**src/hw/rtl/assert_macros.svh**
```systemverilog
// assertion macros used by the rtl top level
`ifndef ASSERT_MACROS_SVH
`define ASSERT_MACROS_SVH

`ifndef SYNTHESIS

// property must hold at every clock edge outside reset
`define ASSERT_CLK(lbl, clk, rst, prop, msg) \
   lbl: assert property (@(posedge clk) disable iff (rst) (prop)) else $error(msg);

// expression must never be true outside reset
`define ASSERT_NEVER(lbl, clk, rst, expr, msg) \
   lbl: assert property (@(posedge clk) disable iff (rst) !(expr)) else $error(msg);

`else

`define ASSERT_CLK(lbl, clk, rst, prop, msg)
`define ASSERT_NEVER(lbl, clk, rst, expr, msg)

`endif

`endif

```
**src/hw/rtl/ecr_pkg.sv**
```systemverilog
// shared constants, types and helpers for the epsilon closure block
`timescale 1ns / 1ps

package ecr_pkg;

   localparam int ROW_WIDTH = 16;
   localparam int IDX_WIDTH = 4;
   localparam int CNT_WIDTH = 5;
   localparam int MAX_NODES_DEFAULT = 16;
   localparam logic [CNT_WIDTH-1:0] STATE_COUNT_RESET = 5'd16;

   localparam logic OP_LOAD  = 1'b0;
   localparam logic OP_QUERY = 1'b1;

   typedef struct packed {
      logic                 en;
      logic [IDX_WIDTH-1:0] idx;
      logic [ROW_WIDTH-1:0] row;
   } ecr_wr_type;

   function automatic logic [IDX_WIDTH-1:0] lowest_set(input logic [ROW_WIDTH-1:0] m);
      logic [IDX_WIDTH-1:0] sel;
      sel = '0;
      for (int i = ROW_WIDTH - 1; i >= 0; i--) begin
         if (m[i]) begin
            sel = IDX_WIDTH'(i);
         end
      end
      return sel;
   endfunction

endpackage

```
**src/hw/rtl/epsilon_closure_reachability_top.sv**
```systemverilog
// Epsilon closure top level: worklist walk over the adjacency row memory.
// Load beat: taken while idle, no result; the next beat may follow at once.
// Query beat: for each state in the closure a memory read, then a merge, then the result
// register; the next beat is taken once the result is registered, later while an older
// result is stalled. Bad query: no walk, straight to the result register.
// Sync reset clears row valid bits, count to 16, output.
`timescale 1ns / 1ps
`include "assert_macros.svh"

module epsilon_closure_reachability_top
   import ecr_pkg::*;
#(
   parameter int MAX_NODES = MAX_NODES_DEFAULT
) (
   input  logic                 clock,
   input  logic                 reset,
   input  logic                 req_valid,
   output logic                 req_stall,
   input  logic                 req_opcode,
   input  logic [IDX_WIDTH-1:0] req_state_index,
   input  logic [ROW_WIDTH-1:0] req_row_bits,
   output logic                 rsp_valid,
   input  logic                 rsp_stall,
   output logic [ROW_WIDTH-1:0] rsp_closure_mask,
   output logic                 rsp_bad_index,
   input  logic                 csr_wr_en,
   input  logic [CNT_WIDTH-1:0] csr_wr_data
);

   localparam int DEPTH = (MAX_NODES < ROW_WIDTH) ? MAX_NODES : ROW_WIDTH;

   localparam logic [1:0] ST_IDLE  = 2'd0;
   localparam logic [1:0] ST_READ  = 2'd1;
   localparam logic [1:0] ST_MERGE = 2'd2;
   localparam logic [1:0] ST_DONE  = 2'd3;

   logic [1:0]           state_ff, state_in;
   logic [ROW_WIDTH-1:0] found_ff, found_in;
   logic [ROW_WIDTH-1:0] pending_ff, pending_in;
   logic                 bad_ff, bad_in;
   logic [CNT_WIDTH-1:0] count_ff;
   logic                 rsp_valid_ff, rsp_valid_in;
   logic [ROW_WIDTH-1:0] rsp_mask_ff, rsp_mask_in;
   logic                 rsp_bad_ff, rsp_bad_in;

   logic [CNT_WIDTH-1:0] live_n;
   logic [ROW_WIDTH-1:0] keep;
   logic                 req_take;
   logic                 slot_free;
   logic [IDX_WIDTH-1:0] rd_idx;
   logic [ROW_WIDTH-1:0] rd_row;
   logic [ROW_WIDTH-1:0] fresh;
   ecr_wr_type           wr;

   assign live_n = (count_ff > CNT_WIDTH'(DEPTH)) ? CNT_WIDTH'(DEPTH) : count_ff;

   always_comb begin
      for (int j = 0; j < ROW_WIDTH; j++) begin
         keep[j] = CNT_WIDTH'(j) < live_n;
      end
   end

   assign req_stall = (state_ff != ST_IDLE);
   assign req_take  = req_valid && !req_stall;
   assign slot_free = !rsp_valid_ff || !rsp_stall;

   assign wr.en  = req_take && (req_opcode == OP_LOAD);
   assign wr.idx = req_state_index;
   assign wr.row = req_row_bits;

   assign rd_idx = lowest_set(pending_ff);
   assign fresh  = rd_row & keep & ~found_ff;

   ecr_row_store #(
      .MAX_NODES (MAX_NODES)
   ) u_rows (
      .clock  (clock),
      .reset  (reset),
      .wr     (wr),
      .rd_idx (rd_idx),
      .rd_row (rd_row)
   );

   always_comb begin
      state_in     = state_ff;
      found_in     = found_ff;
      pending_in   = pending_ff;
      bad_in       = bad_ff;
      rsp_valid_in = rsp_valid_ff && rsp_stall;
      rsp_mask_in  = rsp_mask_ff;
      rsp_bad_in   = rsp_bad_ff;
      case (state_ff)
         ST_IDLE: begin
            if (req_take && (req_opcode == OP_QUERY)) begin
               if ({1'b0, req_state_index} >= live_n) begin
                  found_in   = '0;
                  pending_in = '0;
                  bad_in     = 1'b1;
                  state_in   = ST_DONE;
               end else begin
                  found_in   = ROW_WIDTH'(1) << req_state_index;
                  pending_in = ROW_WIDTH'(1) << req_state_index;
                  bad_in     = 1'b0;
                  state_in   = ST_READ;
               end
            end
         end
         ST_READ: begin
            pending_in = pending_ff & ~(ROW_WIDTH'(1) << rd_idx);
            state_in   = ST_MERGE;
         end
         ST_MERGE: begin
            found_in   = found_ff | fresh;
            pending_in = pending_ff | fresh;
            state_in   = ((pending_ff | fresh) != '0) ? ST_READ : ST_DONE;
         end
         ST_DONE: begin
            if (slot_free) begin
               rsp_valid_in = 1'b1;
               rsp_mask_in  = found_ff;
               rsp_bad_in   = bad_ff;
               state_in     = ST_IDLE;
            end
         end
         default: begin
            state_in = ST_IDLE;
         end
      endcase
   end

   always_ff @(posedge clock) begin
      if (reset) begin
         state_ff     <= ST_IDLE;
         found_ff     <= '0;
         pending_ff   <= '0;
         bad_ff       <= 1'b0;
         count_ff     <= STATE_COUNT_RESET;
         rsp_valid_ff <= 1'b0;
         rsp_mask_ff  <= '0;
         rsp_bad_ff   <= 1'b0;
      end else begin
         state_ff     <= state_in;
         found_ff     <= found_in;
         pending_ff   <= pending_in;
         bad_ff       <= bad_in;
         rsp_valid_ff <= rsp_valid_in;
         rsp_mask_ff  <= rsp_mask_in;
         rsp_bad_ff   <= rsp_bad_in;
         if (csr_wr_en) begin
            count_ff <= csr_wr_data;
         end
      end
   end

   assign rsp_valid        = rsp_valid_ff;
   assign rsp_closure_mask = rsp_mask_ff;
   assign rsp_bad_index    = rsp_bad_ff;

   `ASSERT_NEVER(a_pending_in_found, clock, reset,
                 (pending_ff & ~found_ff) != '0, "pending state not in closure")
   `ASSERT_CLK(a_found_in_range, clock, reset,
               (state_ff != ST_IDLE) |-> ((found_ff & ~keep) == '0),
               "closure beyond state count")
   `ASSERT_CLK(a_merge_after_read, clock, reset,
               (state_ff == ST_MERGE) |-> ($past(state_ff) == ST_READ),
               "merge without row read")
   `ASSERT_CLK(a_rsp_from_done, clock, reset,
               $rose(rsp_valid_ff) |-> ($past(state_ff) == ST_DONE),
               "result beat without finished query")
   `ASSERT_CLK(a_bad_is_empty, clock, reset,
               (rsp_valid_ff && rsp_bad_ff) |-> (rsp_mask_ff == '0),
               "bad query with nonempty mask")

endmodule

```
**src/hw/rtl/ecr_row_store.sv**
```systemverilog
// adjacency row memory with per-entry valid bits and registered read
`timescale 1ns / 1ps

module ecr_row_store
   import ecr_pkg::*;
#(
   parameter int MAX_NODES = MAX_NODES_DEFAULT
) (
   input  logic                 clock,
   input  logic                 reset,
   input  ecr_wr_type           wr,
   input  logic [IDX_WIDTH-1:0] rd_idx,
   output logic [ROW_WIDTH-1:0] rd_row
);

   localparam int DEPTH = (MAX_NODES < ROW_WIDTH) ? MAX_NODES : ROW_WIDTH;
   localparam int AW    = $clog2(DEPTH);

   logic [ROW_WIDTH-1:0] rows_ff [DEPTH];
   logic [DEPTH-1:0]     valid_ff;
   logic [ROW_WIDTH-1:0] rd_row_ff;
   logic [AW-1:0]        wr_addr;
   logic [AW-1:0]        rd_addr;
   logic                 wr_hit;

   assign wr_addr = wr.idx[AW-1:0];
   assign rd_addr = rd_idx[AW-1:0];
   assign wr_hit  = wr.en && ({1'b0, wr.idx} < CNT_WIDTH'(DEPTH));

   always_ff @(posedge clock) begin
      if (wr_hit) begin
         rows_ff[wr_addr] <= wr.row;
      end
      rd_row_ff <= valid_ff[rd_addr] ? rows_ff[rd_addr] : '0;
   end

   always_ff @(posedge clock) begin
      if (reset) begin
         valid_ff <= '0;
      end else if (wr_hit) begin
         valid_ff[wr_addr] <= 1'b1;
      end
   end

   assign rd_row = rd_row_ff;

endmodule

```
**config.mk**
```make
export PLATFORM = sky130hd
export DESIGN_NAME = epsilon_closure_reachability_top
export DESIGN_NICKNAME = d
export VERILOG_FILES = /design/src/hw/rtl/ecr_pkg.sv /design/src/hw/rtl/epsilon_closure_reachability_top.sv /design/src/hw/rtl/ecr_row_store.sv
export VERILOG_INCLUDE_DIRS = /design/src /design/src/hw/rtl
export SDC_FILE = /design/constraint.sdc
export NUM_CORES = 1
export LEC_CHECK = 0
export BUFFER_PORTS_ARGS = -buffer_cell sky130_fd_sc_hd__buf_4
export CAP_MARGIN = 0
export CORE_ASPECT_RATIO = 0.6
export CORE_MARGIN = 2
export CORE_UTILIZATION = 40
export CTS_BUF_LIST = sky130_fd_sc_hd__clkbuf_16
export DETAILED_ROUTE_END_ITERATION = 8
export PLACE_DENSITY_LB_ADDON = 0.08
export REMOVE_ABC_BUFFERS = 1
export SYNTH_ARGS = -nofsm -noshare
export SYNTH_HDL_FRONTEND = slang
export SYNTH_SLANG_ARGS = --single-unit
```
**constraint.sdc**
```tcl
create_clock -name clock -period 2.75 [get_ports clock]
set_input_delay 0.1375 -clock clock [delete_from_list [all_inputs] [get_ports clock]]
set_output_delay 0.1375 -clock clock [all_outputs]
set_load 0.1 [all_outputs]
```
==> impl_metrics.env, run 1 <==
export IMPL_synth_simple_gate_area_frac=0.103
export IMPL_fp_dieArea_um2=36900
export IMPL_multiInputGateArea_um2=4450
export IMPL_clkLatencyLatePin_ns=0.57
export IMPL_wl_um=41400
export IMPL_maxSlewViolCount=0
export IMPL_drtPass1Iterations=5
export IMPL_yosys_register_bits=346
export IMPL_drtIter0Drc=877
export IMPL_vdd_drop_max_mv=0.942
export IMPL_synth_area_leaders="edfxtp_1 54%, dfxtp_1 13%, mux2i_1 7.6%"
export IMPL_period_minus_slack_ns=2.64
export IMPL_rsz0062_at_grt="no"
export IMPL_worst_pin_slew_ns=0.743
export IMPL_start_util=0.405
export IMPL_antenna_found_initial=0
export IMPL_avgSynthCellArea_um2=12.7
export IMPL_hold_viol_final=0
export IMPL_core_um2=34900
export IMPL_status="finished, final reports clean"
export IMPL_path_class="reg -> reg"
export IMPL_ys_seq_area_frac=0.671
export IMPL_post_route_period_util=0.959
export IMPL_place_ws_ns=-0.114
export IMPL_synthAdderAreaFrac=0.00797
export IMPL_cp_start_kind="flop"
export IMPL_die_w_um=247
export IMPL_gp_congestion=0.886
export IMPL_grt_pass1_vias=8997
export IMPL_root_buffer="clkbuf_16"
export IMPL_syn_to_final_growth_pct=21.6
export IMPL_num_fill_cells=3138
export IMPL_synth_edf_count=256
export IMPL_fin_ws_ns=0.112
export IMPL_cts_sinks=346
export IMPL_route_vias_total=9627
export IMPL_routedWlPerCell_um=23.8
export IMPL_hold_class="in -> reg"
export IMPL_grt_max_degree=42
export IMPL_yosysTopAreaCell="edfxtp_1"
export IMPL_p_per_area_nw_per_um2=1310
export IMPL_rows=53
export IMPL_synth_top_family_by_area="compound AO/OA/AOI/OAI gates"
export IMPL_crit_path_max_fanout=21
export IMPL_setup_viol=0
export IMPL_synth_compound_area_frac=0.118
export IMPL_finClkSkew_ns=0.0112
export IMPL_die_y_um=150
export IMPL_drive_gt1_frac=0.177
export IMPL_postPlaceCellArea_um2=15800
export IMPL_num_antenna_cells=0
export IMPL_synth_cell_types=64
export IMPL_slew_headroom=0.504
export IMPL_htreeDepth=1
export IMPL_clkSlewWorstSetupHoldPaths_ns=0.07
export IMPL_min_path_cells=5
export IMPL_synth_top_area_share=0.544
export IMPL_grt_usage=0.225
export IMPL_drcViolationCount=0
export IMPL_ys_flop_type="edfxtp_1"
export IMPL_syn_inst=1116
export IMPL_crit_required_ns=3.21
export IMPL_grt_pass1_wl_um=60400
export IMPL_ioPinCount=50
export IMPL_synthMuxAreaShare=0.0765
export IMPL_synth_xor_area_frac=0
export IMPL_io_buffers=49
export IMPL_async_flop_share=0
export IMPL_cts_made_buffers=31
export IMPL_design_area_um2=17200
export IMPL_ant_nets=0
export IMPL_hpwl_um=27100
export IMPL_final_nets=1294
export IMPL_reg2reg_depth=11
export IMPL_max_cap_viol_count=0
export IMPL_cts_tree="done"
export IMPL_vias_per_cell=5.52
export IMPL_regArea_um2=9490
export IMPL_netlist_area_um2=14100
export IMPL_gr_total_overflow=0
export IMPL_crit_arrival_ns=3.10
export IMPL_power_leakage_nw=6.27
export IMPL_cp_end_kind="flop"
export IMPL_fmax_ghz=0.379
export IMPL_cts_buffer_depth=3
export IMPL_ys_warn_count=0
## Yosys cell counts (2+ instances only)
master       n
a32o_1       8
a211oi_1    18
a21oi_2      2
or2_2        3
buf_1        3
o2111ai_1    3
ha_1         9
clkbuf_1    39
or3_1        8
o21a_1       4
nand2_1    119
nand2b_1     9
nor4_1      21
nor2_1     122
nor3b_1      2
o311ai_0     2
a41o_1       2
o21ai_1      4
nand3_1     11
nand3b_1     2
buf_2       15
a211o_1      4
inv_1        9
a21o_1       6
o21bai_1    11
a32oi_1      2
edfxtp_1   256
mux2i_1    108
nor3_1      10
a31o_2       3
a311oi_1     2
o211ai_1     9
nor2b_1      9
o22ai_1     56
a22oi_1      2
a21oi_1     62
buf_4        4
and2_1       4
o31ai_1      3
buf_6        2
a221oi_1     8
a31oi_1      5
dfxtp_1     90
o21ai_0     25
## stage by stage
stage	util	hold WS, ns	power, mW	setup TNS, ns	cells
after CTS	0.490	0.00598	22.1	0	1743
after global routing	0.493	0.0478	23.6	0	1744
after detailed placement	0.452	0.356	17.8	-0.114	1653
after floorplan	-	0.207	11.4	-29.74	1052
after global placement	0.452	0.349	17.8	-0.0979	1653
final	0.493	0.0406	22.5	0	1744
## cell families after synthesis
group	after synthesis
simple gates	328
fa+ha+maj	9
flops	346
buf+inv	74
compound gates	251
mux	108
## critical path, stage by stage (launching register included)
cell and delay, ns:
dfxtp_1 0.50, nor2_1 0.10, a221oi_2 0.29, a21boi_4 0.23, buf_4 0.21, a21oi_4 0.08
buf_12 0.18, buf_12 0.18, mux2i_1 0.17, o22ai_1 0.14, nor4_2 0.36, nor2_1 0.07
## flip-flops by register name, summed over array words and instances, names as in the netlist
register          cells
u_rows.rows_ff      256
found_ff             16
pending_ff           16
rsp_closure_mask     16
u_rows.rd_row        16
u_rows.valid_ff      16
count_ff              5
state_ff              2
bad_ff                1
rsp_bad_index         1
rsp_valid             1
## cells in the final DEF (no fill, tap or decap), types with 22 or more instances in the layout
master,count
mux2i_1,108
a21oi_1,62
edfxtp_1,256
dfxtp_1,89
dlygate4sd3_1,34
buf_4,112
nand2_1,119
clkbuf_16,32
buf_12,22
nor2_1,107
o21ai_0,23
o22ai_1,55
## timing repair
| action | in CTS | in global routing |
|---|---|---|
| cloned | 0 | 1 |
| hold buffers | 34 | 0 |
| gates resized for setup | 1 | 15 |
| pin swaps | 0 | 0 |
| setup endpoints to repair | 1 | 13 |
| endpoints found under the hold margin | 281 | 0 |
| buffers inserted | 0 | 0 |
## layout make-up
cell class / instances / area share
clock buffer: 31 / 0.0451
clock inverter: 25 / 0.0117
inverter: 10 / 0.00218
multi-input combinational: 696 / 0.259
sequential: 346 / 0.552
tap: 467 / 0.0340
timing repair buffer: 169 / 0.0958
## final timing paths
kind,from,slack [ns],to
min,req_valid,0.04,state_ff[1]
max reg2reg,pending_ff[3],0.11,u_rows.rd_row[13]
min reg2reg,rsp_closure_mask[5],0.45,rsp_closure_mask[5]
max,pending_ff[3],0.11,u_rows.rd_row[13]
## where the power goes
group	internal (mW)	switching, mW	total [mW]	leakage [nW]
sequential	5.87	0.288	6.15	3.03
clock	2.33	1.91	4.24	0.497
combinational	4.85	7.26	12.1	2.74
## metal layers
layer  global-route usage  part of all wire
met3               0.0638             0.086
met2                0.291              0.38
met5                    0                 0
met4               0.0328             0.013
met1                0.369              0.52
Power figures use the tool's default switching activity.
==> inputs of run 2 (changes only) <==
ABC_AREA = 1   (was unset)
GPL_ROUTABILITY_DRIVEN = 1   (was unset)
==> run 2 against run 1 <==
  * Hold slack improved by 0.046 ns
  * Via count increased by 27%
  * Global-route usage increased by 2.8 points
  * Setup slack got worse by 0.022 ns
  * Critical endpoint is now state_ff[1]
==> impl_metrics.env, run 2 <==
export IMPL_ys_warn_count=0
export IMPL_io_buffers=49
export IMPL_drcViolationCount=0
export IMPL_status="finished, final reports clean"
export IMPL_maxSlewViolCount=0
export IMPL_crit_required_ns=3.14
export IMPL_crit_path_max_fanout=5
export IMPL_post_route_period_util=0.967
export IMPL_reg2reg_from="count_ff[2]"
export IMPL_vias_per_cell=5.46
export IMPL_wl_um=51500
export IMPL_ys_flop_type="edfxtp_1"
export IMPL_cp_start_kind="flop"
export IMPL_hold_viol_final=0
export IMPL_clkSlewWorstSetupHoldPaths_ns=0.07
export IMPL_netlist_area_um2=15400
export IMPL_period_minus_slack_ns=2.66
export IMPL_setup_viol=0
export IMPL_grt_pass1_wl_um=75000
export IMPL_clkLatencyLatePin_ns=0.53
export IMPL_route_vias_total=12200
export IMPL_die_w_um=257
export IMPL_synth_most_common_cell="edfxtp_1"
export IMPL_synth_top_area_share=0.498
export IMPL_htreeDepth=2
export IMPL_rrSetupSlack_ns=0.09
export IMPL_yosys_register_bits=346
export IMPL_grt_max_degree=76
export IMPL_slew_headroom=0.380
export IMPL_ioPinCount=50
export IMPL_antenna_found_initial=0
export IMPL_holdCritStartpoint="req_state_index[0]"
export IMPL_cp_end_kind="flop"
export IMPL_grt_usage=0.253
export IMPL_gr_total_overflow=0
export IMPL_cts_sinks=346
export IMPL_async_flop_share=0
export IMPL_rows=55
export IMPL_drtPass1Iterations=5
export IMPL_routedWlPerCell_um=23.1
export IMPL_cts_made_buffers=35
export IMPL_syn_inst=1624
export IMPL_avgSynthCellArea_um2=9.50
export IMPL_crit_arrival_ns=3.05
export IMPL_synth_cell_types=38
export IMPL_drtIter0Drc=1320
export IMPL_timing_hold_ws_ns=0.0865
export IMPL_hpwl_um=31500
export IMPL_root_buffer="clkbuf_16"
export IMPL_largest_reg_flops=256
export IMPL_ys_seq_area_frac=0.615
export IMPL_drive_gt1_frac=0.106
export IMPL_finClkSkew_ns=0.0144
export IMPL_gp_congestion=0.943
export IMPL_grt_pass1_vias=11300
export IMPL_syn_to_final_growth_pct=17.6
export IMPL_synth_area_leaders="edfxtp_1 50%, dfxtp_1 12%, nand3_1 7.4%"
export IMPL_hold_class="in -> reg"
export IMPL_rsz0062_at_grt="no"
export IMPL_fp_dieArea_um2=40200
export IMPL_final_nets=1736
export IMPL_path_class="reg -> reg"
export IMPL_max_cap_viol_count=0
export IMPL_startpoint="count_ff[2]"
export IMPL_worst_pin_slew_ns=0.920
export IMPL_synth_edf_count=256
export IMPL_ant_nets=0
export IMPL_cts_buffer_depth=3
export IMPL_die_y_um=156
export IMPL_yosysTopAreaCell="edfxtp_1"
export IMPL_start_util=0.407
export IMPL_fmax_ghz=0.376
export IMPL_core_um2=37800
export IMPL_final_cell_mix="256 x edfxtp_1, 249 x nand2_1, 237 x nor2_1"
export IMPL_regMostFlops="u_rows.rows_ff"
export IMPL_final_common_cell="edfxtp_1"
export IMPL_cts_tree="done"
export IMPL_ys_top_cells_by_count="256 x edfxtp_1, 249 x nand2_1, 239 x nor2_1, 229 x nand3_1, 159 x inv_1"
run 2: cell count changes after synthesis, moves of 11 or more:
| cell | change |
|---|---|
| nand4_1 | +111 |
| nor4_1 | -17 |
| o21ai_0 | +25 |
| buf_1 | +11 |
| o22ai_1 | -56 |
| inv_1 | +150 |
| nand3_1 | +218 |
| nor2_1 | +117 |
| nand2_1 | +130 |
| mux2i_1 | -108 |
| a21oi_1 | +12 |
| buf_4 | +13 |
run 2: final timing paths:
path / cells past startpoint / to
max: 10 / state_ff[1]
min: 4 / found_ff[0]
max reg2reg: 10 / state_ff[1]
min reg2reg: 2 / u_rows.valid_ff[11]
run 2: worst max-delay path, stage by stage, from the launching register on:
cell and delay, ns:
dfxtp_1 0.41, nor2_2 0.08, o21ai_0 0.72, nand3_1 0.44, o21ai_0 0.27, buf_4 0.17, nor2_1 0.05, nand2_1 0.12
o21ai_0 0.11, nand3b_1 0.10, a21oi_1 0.06
run 2: through the flow:
stage / setup TNS (ns) / util / worst slack [ns] / cells / instance area [um^2]
6_report: 0 / 0.479 / 0.0905 / 2234 / 18100
5_1_grt: 0 / 0.479 / 0.0107 / 2233 / 18100
4_1_cts: 0 / 0.476 / 0.0904 / 2228 / 18000
3_5_place_dp: 0 / 0.442 / 0.119 / 2144 / 16700
3_3_place_gp: 0 / 0.442 / 0.135 / 2144 / 16700
2_1_floorplan: -59.65 / - / -1.39 / 1524 / 14900
run 2: cell families (layout without fill, tap and decap cells):
logic type,Yosys count,count (layout),share of synthesized area
compound gates,152,152,0.0540
flops,346,346,0.615
buf+inv,267,361,0.0746
other cells,0,1,0
fa+ha+maj,9,9,0.00730
simple gates,850,852,0.249
run 2: layout make-up:
type                            count  area (um^2)
Sequential cell                   346         9490
Clock buffer                       37          926
Inverter                          167          634
Tap cell                          513          642
Multi-Input combinational cell   1013         4870
Clock inverter                     24          134
Timing Repair Buffer              133         1430
Fill cell                        3655        19700
Antenna cell                        1         2.50
run 2: per-layer routing:
metal  vias up  share of wire  GRT usage
li1       5714              -          -
met1      6011           0.52      0.405
met2       435           0.38      0.336
met3        48          0.092     0.0697
met4         0          0.011     0.0399
met5         -              0          0
run 2: what timing repair did:
item                                    in CTS  in global routing
endpoints found under the setup margin       0                 25
setup buffers                                0                  2
hold buffers                                23                  0
endpoints found under the hold margin      262                  0
resized for setup                            0                 15
Power of run 2 is not shown: default switching activity piles up to over one toggle a cycle in this logic, so the estimate is an artifact.
==> inputs of run 3 (changes only) <==
MAX_ROUTING_LAYER = met4   (was unset)
RECOVER_POWER = 100   (was unset)
clock period = 2.6 ns   (was 2.75 ns; I/O delays follow)
==> run 3 against run 2 <==
  * Die area unchanged
  * Fmax rose by 5.4%
  * Routed wire length up 2.0%
  * Clock-buffer cell count is the same
  * Final area fell by 1.2%
  * Sequential share of layout area increased by 0.64 points
  * Flip-flop and latch count is the same
  * Largest cell class unchanged
  * Global-route usage up 1.4 points
  * Hold slack improved by 0.0082 ns
  * Final cell count increased by 0.72%
  * Clock skew rose by 0.0025 ns
==> impl_metrics.env, run 3 (synthesized netlist as in run 2, its figures left out) <==
export IMPL_antenna_found_initial=1
export IMPL_hold_class="in -> reg"
export IMPL_drtPass1Iterations=7
export IMPL_routedWlPerCell_um=23.4
export IMPL_maxSlewViolCount=0
export IMPL_crit_arrival_ns=2.99
export IMPL_grt_pass1_wl_um=76700
export IMPL_ant_nets=0
export IMPL_post_route_period_util=0.971
export IMPL_path_class="reg -> reg"
export IMPL_clkSlewWorstSetupHoldPaths_ns=0.06
export IMPL_fp_dieArea_um2=40200
export IMPL_crit_required_ns=3.07
export IMPL_final_nets=1751
export IMPL_finClkSkew_ns=0.0169
export IMPL_worst_pin_slew_ns=1.22
export IMPL_hold_viol_final=0
export IMPL_largest_reg_flops=256
export IMPL_vias_per_cell=5.51
export IMPL_route_vias_total=12400
export IMPL_whs_endpoint="found_ff[0]"
export IMPL_cts_sinks=346
export IMPL_htreeDepth=2
export IMPL_wl_um=52600
export IMPL_final_common_cell="edfxtp_1"
export IMPL_die_y_um=156
export IMPL_r2r_end="found_ff[15]"
export IMPL_die_w_um=257
export IMPL_drtIter0Drc=1354
export IMPL_holdCritStartpoint="req_state_index[0]"
export IMPL_root_buffer="clkbuf_16"
export IMPL_grt_usage=0.267
export IMPL_cp_start_kind="flop"
export IMPL_slew_headroom=0.192
export IMPL_status="finished, final reports clean"
export IMPL_reg2reg_from="count_ff[2]"
export IMPL_rsz0062_at_grt="no"
export IMPL_io_buffers=49
export IMPL_clkLatencyLatePin_ns=0.53
export IMPL_grt_pass1_vias=11500
export IMPL_cts_buffer_depth=3
export IMPL_postPlaceCellArea_um2=16700
export IMPL_setup_viol=0
export IMPL_gr_total_overflow=0
export IMPL_start_util=0.407
export IMPL_design_area_um2=17900
export IMPL_syn_to_final_growth_pct=16.2
export IMPL_cts_made_buffers=36
export IMPL_rrSetupSlack_ns=0.08
export IMPL_hpwl_um=33600
export IMPL_min_path_cells=4
export IMPL_rows=55
export IMPL_fmax_ghz=0.396
export IMPL_regMostFlops="u_rows.rows_ff"
export IMPL_core_um2=37800
export IMPL_num_antenna_cells=0
export IMPL_max_cap_viol_count=0
export IMPL_drcViolationCount=0
export IMPL_cts_tree="done"
export IMPL_ioPinCount=50
export IMPL_gp_congestion=0.987
export IMPL_crit_path_max_fanout=8
export IMPL_final_cell_mix="256 x edfxtp_1, 247 x nand2_1, 235 x nor2_1"
export IMPL_reg2reg_depth=16
export IMPL_period_minus_slack_ns=2.52
export IMPL_grt_max_degree=96
export IMPL_drive_gt1_frac=0.0967
export IMPL_cp_end_kind="flop"
-- run 3: changes by cell type in the layout (fill, tap and decap cells not counted), moves of 3 or more --
cell,delta
clkbuf_1,+37
buf_4,-27
clkbuf_2,+16
buf_12,-15
inv_1,+5
clkinv_2,-4
inv_2,+4
clkinv_1,-3
dfxtp_1,-3
dfxtp_2,+3
nand2_2,+3
-- run 3: final cells by class --
cell class                 count  area [um^2]
fill                        3634        19900
sequential                   346         9490
multi-input combinational   1011         4830
timing repair buffer         149         1220
clock buffer                  37          926
tap                          513          642
inverter                     167          639
clock inverter                27          165
-- run 3: metrics by stage --
step	utilization	setup TNS, ns	setup WS, ns	std cells	hold WS [ns]
global route	0.473	0	0.000234	2250	0.121
detailed placement	0.441	-0.0310	-0.0310	2156	0.347
floorplan	-	-103.65	-1.54	1524	0.199
finish	0.473	0	0.0760	2250	0.0947
global placement	0.441	0	0.0507	2156	0.345
CTS	0.476	0	0.0612	2243	0.0704
-- run 3: layer usage --
layer,vias up,global-route usage,part of all wire
met1,6059,0.419,0.50
met3,46,0.0656,0.11
met5,-,-,0
met4,0,0.0405,0.0092
li1,5760,-,-
met2,537,0.344,0.39
-- run 3: how the worst max path moves through the flow --
stage                               from                end  slack (ns)
after floorplan           pending_ff[15]  u_rows.rd_row[12]       -1.54
after global placement       count_ff[2]        state_ff[1]        0.05
after detailed placement     count_ff[0]       found_ff[15]       -0.03
after CTS                    count_ff[0]       found_ff[15]        0.06
after global routing      pending_ff[15]  u_rows.rd_row[11]      0.0002
final                        count_ff[2]       found_ff[15]        0.08
-- run 3: timing repair --
| item | CTS | global route |
|---|---|---|
| endpoints found under the hold margin | 262 | 0 |
| pin swaps | 0 | 2 |
| gates cloned | 0 | 2 |
| hold buffers | 23 | 0 |
| setup endpoints to repair | 1 | 28 |
| gates resized for setup | 1 | 24 |
| setup buffers | 0 | 5 |
-- run 3: worst max-delay path, cell delays in order, from the launching register on --
cell,delay [ns]
dfxtp_2,0.34
nor2_1,0.13
nand3_1,0.11
nand2_1,0.09
nand2_2,0.08
ha_1,0.28
o21a_1,0.11
o21a_1,0.17
o21ai_1,0.13
a21oi_1,0.09
inv_2,0.09
buf_12,0.14
nand2_2,0.08
a22oi_2,0.32
buf_4,0.18
o21bai_1,0.05
inv_1,0.06
Power of run 3 is left out for the same reason.
